[config.mk]
export PLATFORM = sky130hd
export DESIGN_NAME = framed_message_deframer_top
export DESIGN_NICKNAME = d
export VERILOG_FILES = /design/src/rtl/fmd_pkg.sv /design/src/rtl/framed_message_deframer_top.sv /design/src/rtl/fmd_ram.sv /design/src/rtl/fmd_cmdq.sv /design/src/rtl/fmd_front.sv /design/src/rtl/fmd_back.sv
export VERILOG_INCLUDE_DIRS = /design/src /design/src/rtl
export SDC_FILE = /design/constraint.sdc
export NUM_CORES = 1
export LEC_CHECK = 0
export ABC_AREA = 1
export ABC_CLOCK_PERIOD_IN_PS = 3660
export BUFFER_PORTS_ARGS = -buffer_cell sky130_fd_sc_hd__buf_2
export CAP_MARGIN = 20
export CORE_AREA = 2 2 372 374
export CTS_BUF_LIST = sky130_fd_sc_hd__clkbuf_8
export CTS_CLUSTER_SIZE = 30
export DETAILED_ROUTE_END_ITERATION = 16
export DIE_AREA = 0 0 374 376
export GPL_TIMING_DRIVEN = 0
export PLACE_DENSITY_LB_ADDON = 0.3
export SLEW_MARGIN = 20
export SYNTH_ARGS = -nofsm -noshare
export SYNTH_HDL_FRONTEND = slang
export SYNTH_SLANG_ARGS = --single-unit
export TNS_END_PERCENT = 100
[constraint.sdc]
create_clock -name clk -period 3.66 [get_ports clk]
set_clock_uncertainty 0.2 [all_clocks]
set_input_delay 0.183 -clock clk [delete_from_list [all_inputs] [get_ports clk]]
set_output_delay 0.183 -clock clk [all_outputs]
set_load 0.05 [all_outputs]
[src/rtl/framed_message_deframer_top_macros.svh]
// Assertion macros shared by the deframer modules.
// Each macro expects signals named clk and rst_n in the using scope.
`ifndef FRAMED_MESSAGE_DEFRAMER_TOP_MACROS_SVH
`define FRAMED_MESSAGE_DEFRAMER_TOP_MACROS_SVH

// The condition must never hold at a clock edge outside reset.
`define FMD_ASSERT_NEVER(lbl, cond, msg) \
    lbl: assert property (@(posedge clk) disable iff (!rst_n) !(cond)) else $error(msg);

// When the antecedent holds, the consequent must hold in the same cycle.
`define FMD_ASSERT_IMPL(lbl, ante, cons, msg) \
    lbl: assert property (@(posedge clk) disable iff (!rst_n) (ante) |-> (cons)) else $error(msg);

`endif

[src/rtl/fmd_pkg.sv]
// ----------------------------------------------------------------------------
// fmd_pkg
// Shared constants, codes and types of the framed message deframer.
// ----------------------------------------------------------------------------
`default_nettype none

package fmd_pkg;

    // Payload buffer geometry.
    localparam int MAX_PAYLOAD = 64;
    localparam int OFS_W       = $clog2(MAX_PAYLOAD);
    localparam int LEN_W       = $clog2(MAX_PAYLOAD + 1);
    localparam int NUM_BANKS   = 2;
    localparam int BANK_W      = $clog2(NUM_BANKS);
    localparam int RAM_DEPTH   = NUM_BANKS * MAX_PAYLOAD;
    localparam int RAM_AW      = $clog2(RAM_DEPTH);

    // Queue depths.
    localparam int CMDQ_DEPTH  = 2;
    localparam int CMDQ_AW     = $clog2(CMDQ_DEPTH);
    localparam int OUTQ_DEPTH  = 2;
    localparam int OUTQ_AW     = $clog2(OUTQ_DEPTH);

    // Configuration register indexes.
    localparam int CFG_IDX_W = 3;
    localparam logic [CFG_IDX_W-1:0] CFG_START_BYTE = 3'd0;
    localparam logic [CFG_IDX_W-1:0] CFG_END_BYTE   = 3'd1;
    localparam logic [CFG_IDX_W-1:0] CFG_POSE_ID    = 3'd2;
    localparam logic [CFG_IDX_W-1:0] CFG_POSE_SIZE  = 3'd3;
    localparam logic [CFG_IDX_W-1:0] CFG_SPEED_ID   = 3'd4;
    localparam logic [CFG_IDX_W-1:0] CFG_SPEED_SIZE = 3'd5;

    // Message kinds.
    localparam logic KIND_POSE  = 1'b0;
    localparam logic KIND_SPEED = 1'b1;

    // Parser phases.
    typedef enum logic [2:0] {
        PH_START = 3'd0,
        PH_ID    = 3'd1,
        PH_LEN   = 3'd2,
        PH_DATA  = 3'd3,
        PH_TRAIL = 3'd4
    } phase_t;

    // One accepted frame, handed from the parser to the read-out side.
    typedef struct packed {
        logic              kind;
        logic [BANK_W-1:0] bank;
        logic [LEN_W-1:0]  len;
    } cmd_t;

    // One result item.
    typedef struct packed {
        logic             kind;
        logic [OFS_W-1:0] ofs;
        logic [7:0]       data;
        logic             last;
    } out_t;

endpackage

`default_nettype wire

[src/rtl/framed_message_deframer_top.sv]
// ----------------------------------------------------------------------------
// framed_message_deframer_top
// Byte-stream frame parser that emits the payload of accepted frames.
//
//   Channel   Handshake          Payload
//   -------   ----------------   -----------------------------------------
//   input     push / full        rx_byte
//   result    pop / empty        msg_kind, byte_offset, payload_byte,
//                                last_byte
//   config    cfg_we             cfg_index, cfg_data
//
// One input byte is taken per cycle while full is low.
// A run of N result bytes passes the frame queue, the RAM read and the result
// queue, one byte per cycle while the result queue has room, limited by the
// single RAM read port. The payload RAM has two banks; full rises while both
// hold frames that are still being read out.
// rst_n clears all control state at once; the payload RAM is not cleared.
// ----------------------------------------------------------------------------
`default_nettype none

module framed_message_deframer_top import fmd_pkg::*; (
    input  wire logic                 clk,
    input  wire logic                 rst_n,
    input  wire logic                 cfg_we,
    input  wire logic [CFG_IDX_W-1:0] cfg_index,
    input  wire logic [7:0]           cfg_data,
    input  wire logic                 push,
    output logic                      full,
    input  wire logic [7:0]           rx_byte,
    input  wire logic                 pop,
    output logic                      empty,
    output logic                      msg_kind,
    output logic [OFS_W-1:0]          byte_offset,
    output logic [7:0]                payload_byte,
    output logic                      last_byte
);

    logic              ram_we;
    logic [RAM_AW-1:0] ram_waddr;
    logic [7:0]        ram_wdata;
    logic [RAM_AW-1:0] ram_raddr;
    logic [7:0]        ram_rdata;
    logic              cmd_push;
    cmd_t              cmd_wdata;
    cmd_t              cmd_rdata;
    logic              cmd_pop;
    logic              cmd_valid;
    logic              cmd_full;

    // Parser front end.
    fmd_front u_front (
        .clk       (clk),
        .rst_n     (rst_n),
        .cfg_we    (cfg_we),
        .cfg_index (cfg_index),
        .cfg_data  (cfg_data),
        .push      (push),
        .rx_byte   (rx_byte),
        .full      (full),
        .q_full    (cmd_full),
        .ram_we    (ram_we),
        .ram_waddr (ram_waddr),
        .ram_wdata (ram_wdata),
        .cmd_push  (cmd_push),
        .cmd_data  (cmd_wdata)
    );

    // Payload buffer.
    fmd_ram #(
        .WIDTH (8),
        .DEPTH (RAM_DEPTH)
    ) u_ram (
        .clk   (clk),
        .we    (ram_we),
        .waddr (ram_waddr),
        .wdata (ram_wdata),
        .raddr (ram_raddr),
        .rdata (ram_rdata)
    );

    // Accepted frames waiting for read-out.
    fmd_cmdq u_cmdq (
        .clk   (clk),
        .rst_n (rst_n),
        .push  (cmd_push),
        .wdata (cmd_wdata),
        .pop   (cmd_pop),
        .rdata (cmd_rdata),
        .valid (cmd_valid),
        .full  (cmd_full)
    );

    // Read-out back end.
    fmd_back u_back (
        .clk          (clk),
        .rst_n        (rst_n),
        .cmd_valid    (cmd_valid),
        .cmd_data     (cmd_rdata),
        .cmd_pop      (cmd_pop),
        .ram_raddr    (ram_raddr),
        .ram_rdata    (ram_rdata),
        .pop          (pop),
        .empty        (empty),
        .msg_kind     (msg_kind),
        .byte_offset  (byte_offset),
        .payload_byte (payload_byte),
        .last_byte    (last_byte)
    );

endmodule

`default_nettype wire

[src/rtl/fmd_ram.sv]
// ----------------------------------------------------------------------------
// fmd_ram
// Generic single-write, single-read RAM with a registered read port.
// ----------------------------------------------------------------------------
`default_nettype none

module fmd_ram #(
    parameter int WIDTH = 8,
    parameter int DEPTH = 128
) (
    input  wire logic                     clk,
    input  wire logic                     we,
    input  wire logic [$clog2(DEPTH)-1:0] waddr,
    input  wire logic [WIDTH-1:0]         wdata,
    input  wire logic [$clog2(DEPTH)-1:0] raddr,
    output logic      [WIDTH-1:0]         rdata
);

    logic [WIDTH-1:0] mem_reg [DEPTH];

    // Write port and registered read port.
    always_ff @(posedge clk)
    begin
        if (we)
        begin
            mem_reg[waddr] <= wdata;
        end
        rdata <= mem_reg[raddr];
    end

endmodule

`default_nettype wire

[src/rtl/fmd_cmdq.sv]
// ----------------------------------------------------------------------------
// fmd_cmdq
// Short queue of accepted frames between the parser and the read-out side.
// ----------------------------------------------------------------------------
`default_nettype none
`include "framed_message_deframer_top_macros.svh"

module fmd_cmdq import fmd_pkg::*; (
    input  wire logic clk,
    input  wire logic rst_n,
    input  wire logic push,
    input  wire cmd_t wdata,
    input  wire logic pop,
    output cmd_t      rdata,
    output logic      valid,
    output logic      full
);

    cmd_t               entry_reg [CMDQ_DEPTH];
    logic [CMDQ_AW-1:0] wr_ptr_reg;
    logic [CMDQ_AW-1:0] rd_ptr_reg;
    logic [CMDQ_AW:0]   count_reg;

    assign valid = (count_reg != '0);
    assign full  = (count_reg == (CMDQ_AW+1)'(CMDQ_DEPTH));
    assign rdata = entry_reg[rd_ptr_reg];

    // Pointers and fill count.
    always_ff @(posedge clk or negedge rst_n)
    begin
        if (!rst_n)
        begin
            wr_ptr_reg <= '0;
            rd_ptr_reg <= '0;
            count_reg  <= '0;
        end
        else
        begin
            if (push)
            begin
                wr_ptr_reg <= wr_ptr_reg + 1'b1;
            end
            if (pop)
            begin
                rd_ptr_reg <= rd_ptr_reg + 1'b1;
            end
            if (push && !pop)
            begin
                count_reg <= count_reg + 1'b1;
            end
            else if (pop && !push)
            begin
                count_reg <= count_reg - 1'b1;
            end
        end
    end

    // Entry storage.
    always_ff @(posedge clk)
    begin
        if (push)
        begin
            entry_reg[wr_ptr_reg] <= wdata;
        end
    end

    `FMD_ASSERT_NEVER(a_cmdq_overflow, push && full && !pop, "frame pushed into a full queue")
    `FMD_ASSERT_NEVER(a_cmdq_underflow, pop && !valid, "frame popped from an empty queue")

endmodule

`default_nettype wire

[src/rtl/fmd_front.sv]
// ----------------------------------------------------------------------------
// fmd_front
// Byte parser: hunts for frames, stores the payload and checks the trailer.
// ----------------------------------------------------------------------------
`default_nettype none

module fmd_front import fmd_pkg::*; (
    input  wire logic                 clk,
    input  wire logic                 rst_n,
    input  wire logic                 cfg_we,
    input  wire logic [CFG_IDX_W-1:0] cfg_index,
    input  wire logic [7:0]           cfg_data,
    input  wire logic                 push,
    input  wire logic [7:0]           rx_byte,
    output logic                      full,
    input  wire logic                 q_full,
    output logic                      ram_we,
    output logic [RAM_AW-1:0]         ram_waddr,
    output logic [7:0]                ram_wdata,
    output logic                      cmd_push,
    output cmd_t                      cmd_data
);

    logic [7:0]        start_byte_reg;
    logic [7:0]        end_byte_reg;
    logic [7:0]        pose_id_reg;
    logic [6:0]        pose_size_reg;
    logic [7:0]        speed_id_reg;
    logic [6:0]        speed_size_reg;

    phase_t            phase_reg, phase_next;
    logic [7:0]        frame_id_reg, frame_id_next;
    logic [7:0]        frame_len_reg, frame_len_next;
    logic [7:0]        fill_reg, fill_next;
    logic [BANK_W-1:0] bank_reg;

    logic              accept;
    logic [7:0]        fill_inc;
    logic              is_pose;
    logic              frame_ok;

    // Input is held off while every payload bank holds a frame not yet read out.
    assign full   = q_full;
    assign accept = push && !q_full;

    // Configuration registers.
    always_ff @(posedge clk or negedge rst_n)
    begin
        if (!rst_n)
        begin
            start_byte_reg <= 8'd0;
            end_byte_reg   <= 8'd0;
            pose_id_reg    <= 8'd0;
            pose_size_reg  <= 7'd1;
            speed_id_reg   <= 8'd1;
            speed_size_reg <= 7'd1;
        end
        else if (cfg_we)
        begin
            unique case (cfg_index)
                CFG_START_BYTE: start_byte_reg <= cfg_data;
                CFG_END_BYTE:   end_byte_reg   <= cfg_data;
                CFG_POSE_ID:    pose_id_reg    <= cfg_data;
                CFG_POSE_SIZE:  pose_size_reg  <= cfg_data[6:0];
                CFG_SPEED_ID:   speed_id_reg   <= cfg_data;
                CFG_SPEED_SIZE: speed_size_reg <= cfg_data[6:0];
                default:        ;
            endcase
        end
    end

    // Trailer check. Equal ids are checked as a pose frame only.
    assign is_pose  = (frame_id_reg == pose_id_reg);
    assign frame_ok = (rx_byte == end_byte_reg)
                   && (frame_len_reg <= 8'(MAX_PAYLOAD))
                   && ((is_pose && (frame_len_reg == {1'b0, pose_size_reg}))
                    || (!is_pose && (frame_id_reg == speed_id_reg)
                        && (frame_len_reg == {1'b0, speed_size_reg})));

    // The payload count saturates at its top value.
    assign fill_inc = (fill_reg != 8'hFF) ? (fill_reg + 8'd1) : fill_reg;

    assign ram_waddr = {bank_reg, fill_reg[OFS_W-1:0]};
    assign ram_wdata = rx_byte;

    assign cmd_data.kind = is_pose ? KIND_POSE : KIND_SPEED;
    assign cmd_data.bank = bank_reg;
    assign cmd_data.len  = frame_len_reg[LEN_W-1:0];

    // Parser state register and frame header registers.
    always_ff @(posedge clk or negedge rst_n)
    begin
        if (!rst_n)
        begin
            phase_reg     <= PH_START;
            frame_id_reg  <= 8'd0;
            frame_len_reg <= 8'd0;
            fill_reg      <= 8'd0;
            bank_reg      <= '0;
        end
        else
        begin
            phase_reg     <= phase_next;
            frame_id_reg  <= frame_id_next;
            frame_len_reg <= frame_len_next;
            fill_reg      <= fill_next;
            if (cmd_push)
            begin
                bank_reg <= bank_reg + 1'b1;
            end
        end
    end

    // Next state and outputs of the parser.
    always_comb
    begin
        phase_next     = phase_reg;
        frame_id_next  = frame_id_reg;
        frame_len_next = frame_len_reg;
        fill_next      = fill_reg;
        ram_we         = 1'b0;
        cmd_push       = 1'b0;
        if (accept)
        begin
            unique case (phase_reg)
                PH_ID:
                begin
                    frame_id_next = rx_byte;
                    phase_next    = PH_LEN;
                end
                PH_LEN:
                begin
                    frame_len_next = rx_byte;
                    phase_next     = PH_DATA;
                end
                PH_DATA:
                begin
                    // Bytes beyond the buffer are counted but not stored.
                    ram_we = (fill_reg < 8'(MAX_PAYLOAD));
                    if (fill_inc >= frame_len_reg)
                    begin
                        fill_next  = 8'd0;
                        phase_next = PH_TRAIL;
                    end
                    else
                    begin
                        fill_next = fill_inc;
                    end
                end
                PH_TRAIL:
                begin
                    // A matching frame of length zero produces no run.
                    phase_next = PH_START;
                    cmd_push   = frame_ok && (frame_len_reg != 8'd0);
                end
                default:
                begin
                    frame_id_next  = 8'd0;
                    frame_len_next = 8'd0;
                    fill_next      = 8'd0;
                    phase_next     = (rx_byte == start_byte_reg) ? PH_ID : PH_START;
                end
            endcase
        end
    end

endmodule

`default_nettype wire

[src/rtl/fmd_back.sv]
// ----------------------------------------------------------------------------
// fmd_back
// Read-out side: walks each accepted frame's payload into the result queue.
// ----------------------------------------------------------------------------
`default_nettype none
`include "framed_message_deframer_top_macros.svh"

module fmd_back import fmd_pkg::*; (
    input  wire logic         clk,
    input  wire logic         rst_n,
    input  wire logic         cmd_valid,
    input  wire cmd_t         cmd_data,
    output logic              cmd_pop,
    output logic [RAM_AW-1:0] ram_raddr,
    input  wire logic [7:0]   ram_rdata,
    input  wire logic         pop,
    output logic              empty,
    output logic              msg_kind,
    output logic [OFS_W-1:0]  byte_offset,
    output logic [7:0]        payload_byte,
    output logic              last_byte
);

    logic [OFS_W-1:0]   idx_reg;
    logic               pend_reg;
    logic               pend_kind_reg;
    logic [OFS_W-1:0]   pend_ofs_reg;
    logic               pend_last_reg;

    out_t               entry_reg [OUTQ_DEPTH];
    logic [OUTQ_AW-1:0] wr_ptr_reg;
    logic [OUTQ_AW-1:0] rd_ptr_reg;
    logic [OUTQ_AW:0]   count_reg;

    logic               pop_fire;
    logic               has_room;
    logic               issue;
    logic               cur_last;
    out_t               head;
    out_t               wr_entry;

    assign empty    = (count_reg == '0);
    assign pop_fire = pop && !empty;

    // A read is issued only when the queue has room for it and any read in flight.
    assign has_room = ({1'b0, count_reg} + {{OUTQ_AW+1{1'b0}}, pend_reg})
                    < ((OUTQ_AW+2)'(OUTQ_DEPTH) + {{OUTQ_AW+1{1'b0}}, pop_fire});
    assign issue    = cmd_valid && has_room;
    assign cur_last = (({1'b0, idx_reg} + {{OFS_W{1'b0}}, 1'b1}) == cmd_data.len);
    assign cmd_pop  = issue && cur_last;

    assign ram_raddr = {cmd_data.bank, idx_reg};

    // Byte index within the current run, and the read in flight.
    always_ff @(posedge clk or negedge rst_n)
    begin
        if (!rst_n)
        begin
            idx_reg  <= '0;
            pend_reg <= 1'b0;
        end
        else
        begin
            pend_reg <= issue;
            if (issue)
            begin
                idx_reg <= cur_last ? '0 : (idx_reg + 1'b1);
            end
        end
    end

    // Result fields that travel alongside the RAM read.
    always_ff @(posedge clk)
    begin
        if (issue)
        begin
            pend_kind_reg <= cmd_data.kind;
            pend_ofs_reg  <= idx_reg;
            pend_last_reg <= cur_last;
        end
    end

    assign wr_entry.kind = pend_kind_reg;
    assign wr_entry.ofs  = pend_ofs_reg;
    assign wr_entry.data = ram_rdata;
    assign wr_entry.last = pend_last_reg;

    // Result queue pointers and count.
    always_ff @(posedge clk or negedge rst_n)
    begin
        if (!rst_n)
        begin
            wr_ptr_reg <= '0;
            rd_ptr_reg <= '0;
            count_reg  <= '0;
        end
        else
        begin
            if (pend_reg)
            begin
                wr_ptr_reg <= wr_ptr_reg + 1'b1;
            end
            if (pop_fire)
            begin
                rd_ptr_reg <= rd_ptr_reg + 1'b1;
            end
            if (pend_reg && !pop_fire)
            begin
                count_reg <= count_reg + 1'b1;
            end
            else if (pop_fire && !pend_reg)
            begin
                count_reg <= count_reg - 1'b1;
            end
        end
    end

    // Result queue storage.
    always_ff @(posedge clk)
    begin
        if (pend_reg)
        begin
            entry_reg[wr_ptr_reg] <= wr_entry;
        end
    end

    assign head         = entry_reg[rd_ptr_reg];
    assign msg_kind     = head.kind;
    assign byte_offset  = head.ofs;
    assign payload_byte = head.data;
    assign last_byte    = head.last;

    `FMD_ASSERT_NEVER(a_outq_overflow,
        pend_reg && !pop_fire && (count_reg == (OUTQ_AW+1)'(OUTQ_DEPTH)),
        "read data arrived with the result queue full")
    `FMD_ASSERT_IMPL(a_run_ends_with_pop, issue && cur_last, cmd_pop,
        "run finished without releasing its frame")

endmodule

`default_nettype wire

==> out/metrics.cfg, run 1 <==
[status]
status=finished, violations left
violations=negative setup slack

[pwr]
ir_drop_mv=0.4059
p_leak_uw=0.02050
p_comb_frac=0.368
swShare=0.4083
p_per_area_nw_per_um2=739.9
p_sw_uw=16830
clock_power_share=0.257
seq_power_share=0.375
p_int_uw=24390
power_uw=41220

[clock_network]
cts_max_path_buffers=3
cts_tree=built
numCtsBuffers=187
clock-root-buffer=clkbuf_8
clkLatencyLatePin_ns=0.91
path_clk_slew_ns=0.06
cts.sinks=1179
htreeDepth=4

[min_path]
hold_start=cfg_data[6]
min_path_type=input port to flop

[timing]
period_needed_ns=3.703
fin_crit_sh=1.012
hold_ws_ns=0.06228
tightest_slew_ns=1.131
relSlewSlack=0.2434
max_freq_ghz=0.2701
rsz0062_at_grt=yes
drv_slew=0
setup_viol=34
hold_viol=0
fin_ws_ns=-0.04272

[place]
hpwlAfterDp_um=104500
placed_area_um2=51660
gp_congestion=0.9368
portBuffers=41
dp_slack_ns=-0.3982

[routing]
route.detailed.drc=0
drt_iter0_markers=3968
vias_per_cell=5.268
ant_nets=0
firstDrtPassIters=6
via_count=34310
routedWlPerCell_um=24.09
drt_wl_total_um=156900

[die]
ios=42
initial_core_util=0.3575
fp.dieH_um=376
die_area_um2=140600
placementRows=136
die_x_um=374
coreArea_um2=136600

[synth]
async_flop_share=0.07549
seq_area_frac_synth=0.7140
synth_edf_count=1082
synthCells=4293
ys_warn_count=0
yosys_register_bits=1179
syn_nets=4331
synthFlopType=edfxtp_1
yosysUniqueCellTypes=39
synth_area_um2=48860
avgSynthCellArea_um2=11.38

[worst_setup_path]
worstPathRequired_ns=4.00
crit_arrival_ns=4.04
crit_fanout=10
crit_path_start=u_cmdq.count_reg[1]
rr_startpoint=u_cmdq.count_reg[1]
crit_path_max_incr_delay_ns=0.70
endpoint_kind=flop
cp_cell_sequence=inv_1 > o21ai_0 > inv_1 > nand4_2 > nor2_4 > nand3_2 > buf_2 > nor2_1
path_class=flop to flop
cp_slowest_cell=nor2_1
start_kind=flop
crit_top_cell=inv_1

[cells_and_area]
layout.nets=4606
largest_register_ffs=1024
area_delta_synth_final_pct=14.02
drive_gt1_frac=0.1183
final_cell_area_um2=55700

[global_route]
grt_pass1_vias=32850
grt_pass1_wl_um=225100
grt_max_degree=105
grt-ovfl-total=0
gr-usage-all-layers=0.2209
antenna_found_initial=4

[job]
drv_cap=0

[worst max-delay path: cells and delay by family, from the launching register on]
family                 cells  cell delay, ns
and+or+nand+nor            4            1.57
DFF                        1            0.36
buffers and inverters      3            0.91
AOI/OAI and AO/OA          1            0.27
[cells in the final DEF, fill, tap and decap left out, types with 3 or more instances in the layout]
cell type      instances
buf_1                  7
clkbuf_8             196
buf_16                 9
buf_4                 51
dfxtp_1                8
nor3_1                12
nand3b_1               3
dlygate4sd3_1         35
buf_6                 15
clkinv_2              14
buf_8                  6
or2_2                  7
nand3_1              964
buf_2                155
inv_6                  6
inv_1                146
clkinv_1              43
nand3_2                4
a21oi_1               11
ha_1                  14
xor2_1                26
dfrtp_1               85
clkbuf_1              52
nand2_1             1413
nand4_1                9
edfxtp_1            1082
nor2_4                18
o22ai_1                3
xnor2_1               16
o21ai_0               86
nor2_2                49
nor2_1               135
bufinv_16              5
dfstp_2                3
clkinvlp_4             4
[cells by family after synthesis]
group / count (synthesis) / synth area share
xor gates and xnor gates: 42 / 0.007529
adders and majority gates: 14 / 0.003585
DFF: 1179 / 0.7140
buffers and inverters: 327 / 0.03404
AOI/OAI and AO/OA: 106 / 0.01114
and+or+nand+nor: 2625 / 0.2297
[cell usage after synthesis, types with 12 or more instances]
library cell	n	area [um^2]
nand2_1	1415	5311
edfxtp_1	1082	32490
nand3_1	964	4825
nor2_1	199	747.0
buf_2	124	620.6
dfrtp_1	86	2152
o21ai_0	86	430.4
inv_1	73	274.0
clkbuf_1	53	198.9
buf_4	50	375.4
xor2_1	26	227.7
xnor2_1	16	140.1
ha_1	14	175.2
buf_6	12	135.1
nor3_1	12	60.06
[power groups by stage]
stage                     Combinational (uW)  Clock [uW]  Sequential (uW)
final                                  15200       10600            15400
after global routing                   16200       11300            15500
after CTS                              14900       10700            15400
after detailed placement               14900           0            15700
after global placement                 14700           0            15700
after floorplan                         8670           0            15700
[final timing paths]
check	to	slack (ns)	cells after the start
min in group asynchronous	u_back.count_reg[1]	0.27	3
max	u_ram.mem_reg[108][7]	-0.04	8
min	u_front.speed_id_reg[6]	0.06	4
max in group asynchronous	u_front.pose_size_reg[0]	2.13	4
max reg2reg	u_ram.mem_reg[108][7]	-0.04	8
min reg2reg	u_back.entry_reg[1][3]	0.22	0
[routing by layer]
metal	vias up	wire (um)	GRT usage
li1	15560	-	-
met1	16830	63610	0.2905
met2	1577	71740	0.3482
met3	334	13600	0.04550
met4	2	7922	0.1098
met5	-	11	0
[through the flow]
| stage | std cells | setup TNS, ns | util |
|---|---|---|---|
| floorplan | 4293 | 0 | - |
| global placement | 6128 | -70.00 | 0.3755 |
| detailed placement | 6138 | -34.01 | 0.3781 |
| CTS | 6511 | -8.652 | 0.4066 |
| global route | 6512 | -14.38 | 0.4077 |
| finish | 6513 | -0.8230 | 0.4077 |
[layout make-up]
cell class / instances / area [um^2]
tap: 1794 / 2245
buffer: 246 / 1360
clock inverter: 142 / 747.0
inverter: 81 / 306.5
timing repair buffer: 86 / 889.6
fill: 13020 / 80940
sequential: 1179 / 34880
antenna: 2 / 5.005
multi-input combinational: 2787 / 12570
clock buffer: 196 / 2698
[repair_timing]
action / in CTS / in global routing
hold buffers: 35 / 0
gates cloned: 0 / 0
pin swaps: 0 / 0
resized for setup: 35 / 42
setup buffers: 0 / 0
setup endpoints to repair: 343 / 407
hold endpoints to repair: 1193 / 0
No activity file was read; power rests on OpenSTA's default activity.
==> run 2: changes to the inputs <==
- ABC_AREA: 1 -> not set
- CAP_MARGIN: 20 -> not set
- CORE_AREA: 2 2 372 374 -> 2 2 366 368
- DIE_AREA: 0 0 374 376 -> 0 0 368 370
==> out/metrics.cfg, run 2 <==
[status]
status=finished, violations left  ; unchanged
violations=negative setup slack  ; unchanged

[clock_network]
path_clk_slew_ns=0.06  ; about the same
htreeDepth=4  ; unchanged
clkLatencyLatePin_ns=0.91  ; about the same
numCtsBuffers=192  ; was 187
cts.sinks=1179  ; unchanged
cts_max_path_buffers=3  ; unchanged
clock-root-buffer=clkbuf_8  ; unchanged
cts_tree=built  ; unchanged

[synth]
synthFlopType=edfxtp_1  ; unchanged
synth_xor_area_frac=0.01279  ; was 0.007529
synth.most_common_cell=edfxtp_1  ; was nand2_1
synth_edf_count=1082  ; unchanged
synth_top_family_by_area=multiplexers  ; was simple AND/OR/NAND/NOR gates
yosys.area.top_type=edfxtp_1  ; unchanged
synth_compound_area_frac=0.05432  ; was 0.01114
avgSynthCellArea_um2=16.70  ; was 11.38 um^2
yosys_register_bits=1179  ; unchanged
synth_commonest_cells=1082 x edfxtp_1, 309 x mux2i_1, 231 x mux2_2  ; was 1415 x nand2_1, 1082 x edfxtp_1, 964 x nand3_1
synthCells=2829  ; was 4293
async_flop_share=0.07549  ; unchanged
synth_area_um2=47240  ; was 48860 um^2
synthMuxAreaShare=0.1209  ; was 0
synth_fa_ha_area_frac=0.003708  ; was 0.003585
synth_top_area_share=0.6878  ; was 0.6650
synthSimpleGateAreaFrac=0.05231  ; was 0.2297
yosysUniqueCellTypes=68  ; was 39
synthTopCellsByArea=edfxtp_1 69%, mux2i_1 6.5%, mux2_2 5.5%  ; was edfxtp_1 67%, nand2_1 11%, nand3_1 9.9%
seq_area_frac_synth=0.7384  ; was 0.7140
syn_nets=2867  ; was 4331
ys_warn_count=0  ; unchanged

[routing]
routedWlPerCell_um=25.08  ; was 24.09 um
via_count=26240  ; was 34310
drt_iter0_markers=2361  ; was 3968
vias_per_cell=5.204  ; was 5.268
firstDrtPassIters=6  ; unchanged
drt_wl_total_um=126500  ; was 156900 um
route.detailed.drc=0  ; unchanged
ant_nets=0  ; unchanged

[worst_setup_path]
cp_slowest_cell=nor2_1  ; unchanged
cp_cell_sequence=clkbuf_1 > nand3b_1 > nor4_4 > nand3_1 > clkbuf_1 > nor2_1  ; was inv_1 > o21ai_0 > inv_1 > nand4_2 > nor2_4 > nand3_2 > buf_2 > nor2_1
crit_top_cell=clkbuf_1  ; was inv_1
crit_path_start=u_front.phase_reg[0]  ; was u_cmdq.count_reg[1]
crit_arrival_ns=4.00  ; was 4.04 ns
crit_fanout=10  ; unchanged
worstPathRequired_ns=3.96  ; was 4.00 ns
start_kind=flop  ; unchanged
reg2reg_depth=6  ; was 8
timing.rr.end=u_ram.mem_reg[69][5]  ; was u_ram.mem_reg[108][7]
path_class=flop to flop  ; unchanged
r2r_slack_ns=-0.04  ; about the same
endpoint_kind=flop  ; unchanged
crit_path_max_incr_delay_ns=0.76  ; was 0.70 ns
rr_startpoint=u_front.phase_reg[0]  ; was u_cmdq.count_reg[1]

[die]
die_x_um=368  ; was 374 um
initial_core_util=0.3567  ; was 0.3575
fp.dieH_um=370  ; was 376 um
coreArea_um2=132500  ; was 136600 um^2
ios=42  ; unchanged
placementRows=134  ; was 136
die_area_um2=136200  ; was 140600 um^2

[timing]
fin_crit_sh=1.012  ; about the same
finalSetupTns_ns=-0.8922  ; was -0.8230 ns
tightest_slew_ns=1.242  ; was 1.131 ns
drv_slew=0  ; unchanged
period_needed_ns=3.703  ; about the same
hold_viol=0  ; unchanged
fin_ws_ns=-0.04279  ; was -0.04272 ns
max_freq_ghz=0.2701  ; about the same
relSlewSlack=0.1722  ; was 0.2434
hold_ws_ns=0.1011  ; was 0.06228 ns
rsz0062_at_grt=yes  ; unchanged
setup_viol=44  ; was 34

[cells_and_area]
multi_input_comb_area_um2=12190  ; was 12570 um^2
largest_register_ffs=1024  ; unchanged
area_delta_synth_final_pct=15.72  ; was 14.02%
mostFrequentLayoutCell=edfxtp_1  ; was nand2_1
fillerInstances=12150  ; was 13020
seqCellArea_um2=34880  ; unchanged
layout.nets=3153  ; was 4606
mostFrequentLayoutCells=1082 x edfxtp_1, 308 x mux2i_1, 231 x mux2_2, 198 x clkbuf_8, 159 x nand2_1  ; was 1413 x nand2_1, 1082 x edfxtp_1, 964 x nand3_1, 196 x clkbuf_8, 155 x buf_2
drive_gt1_frac=0.2292  ; was 0.1183

[min_path]
min_path_type=input port to flop  ; unchanged
holdPathEnd=u_ram.mem_reg[33][6]  ; was u_front.speed_id_reg[6]
whs_path_depth=2  ; was 4
hold_start=rx_byte[6]  ; was cfg_data[6]

[place]
portBuffers=39  ; was 41
hpwlAfterDp_um=83600  ; was 104500 um
gp_congestion=0.9064  ; was 0.9368

[job]
drv_cap=0  ; unchanged

[global_route]
grt_pass1_wl_um=182000  ; was 225100 um
grt_max_degree=94  ; was 105
gr-usage-all-layers=0.1843  ; was 0.2209
grt_pass1_vias=26440  ; was 32850
antenna_found_initial=2  ; was 4
grt-ovfl-total=0  ; unchanged

[pwr]
p_leak_uw=0.01721  ; was 0.02050 uW
p_per_area_nw_per_um2=510.7  ; was 739.9 nW/um^2
ir_drop_mv=0.3658  ; was 0.4059 mV

==> run 2: logic make-up after synthesis <==
| family | Yosys count |
|---|---|
| DFF | 1179 |
| AOI/OAI and AO/OA | 355 |
| buffers and inverters | 167 |
| muxes | 541 |
| xor gates and xnor gates | 69 |
| and+or+nand+nor | 504 |
| adders and majority gates | 14 |
==> run 2: layer usage <==
metal	track usage	vias up	share of wire
met5	0	-	0
met4	0.07724	0	0.038
met2	0.3024	859	0.48
met1	0.2386	13440	0.42
li1	-	11710	-
met3	0.03695	230	0.059
==> run 2: what timing repair did <==
| item | 4_1_cts | 5_1_grt |
|---|---|---|
| pin swaps | 0 | 6 |
| setup buffers | 3 | 5 |
| resized for setup | 118 | 106 |
| hold endpoints to repair | 1200 | 18 |
| endpoints found under the setup margin | 758 | 589 |
| hold buffers | 38 | 1 |
==> run 2: power by group <==
| group | leakage [uW] | switching (uW) | internal (uW) |
|---|---|---|---|
| Clock | 0.00208 | 5290 | 5390 |
| Combinational | 0.00421 | 1260 | 715 |
| Sequential | 0.0109 | 266 | 15000 |
| Total | 0.0172 | 6820 | 21100 |
==> run 2: worst max path at each step <==
stage	end	slack, ns	cells after the start
final	u_ram.mem_reg[69][5]	-0.04	6
after global routing	u_ram.mem_reg[73][3]	-0.19	6
after CTS	u_ram.mem_reg[80][5]	-0.18	7
after detailed placement	u_ram.mem_reg[70][3]	-0.92	7
after global placement	u_cmdq.entry_reg[0][7]	-1.33	7
after floorplan	u_front.phase_reg[0]	0.72	14
==> run 2: final cells by class <==
type	instances	share of cell area
multi-input combinational	1483	0.2230
inverter	12	0.0008240
clock buffer	198	0.04985
timing repair buffer	97	0.01788
clock inverter	153	0.01504
antenna	2	0.00009155
tap	1768	0.04047
buffer	150	0.01474
sequential	1179	0.6381
==> run 2: critical path: cells and delay by family (launching register included) <==
family	cells	cell delay, ns
flip-flops	1	0.32
buffers and inverters	2	0.77
AND/OR/NAND/NOR	4	2.00
==> run 2: per-stage QoR <==
stage | cell area [um^2] | worst slack, ns | power, uW | utilization | cells
6_report | 54660 | -0.04279 | 27910 | 0.4127 | 5042
5_1_grt | 54660 | -0.1936 | 28930 | 0.4127 | 5042
4_1_cts | 54310 | -0.1818 | 28120 | 0.4100 | 5037
3_5_place_dp | 50010 | -0.9168 | 17440 | 0.3776 | 4647
3_3_place_gp | 49650 | -1.331 | 17390 | 0.3748 | 4636
2_1_floorplan | 47240 | 0.7240 | 16710 | - | 2829
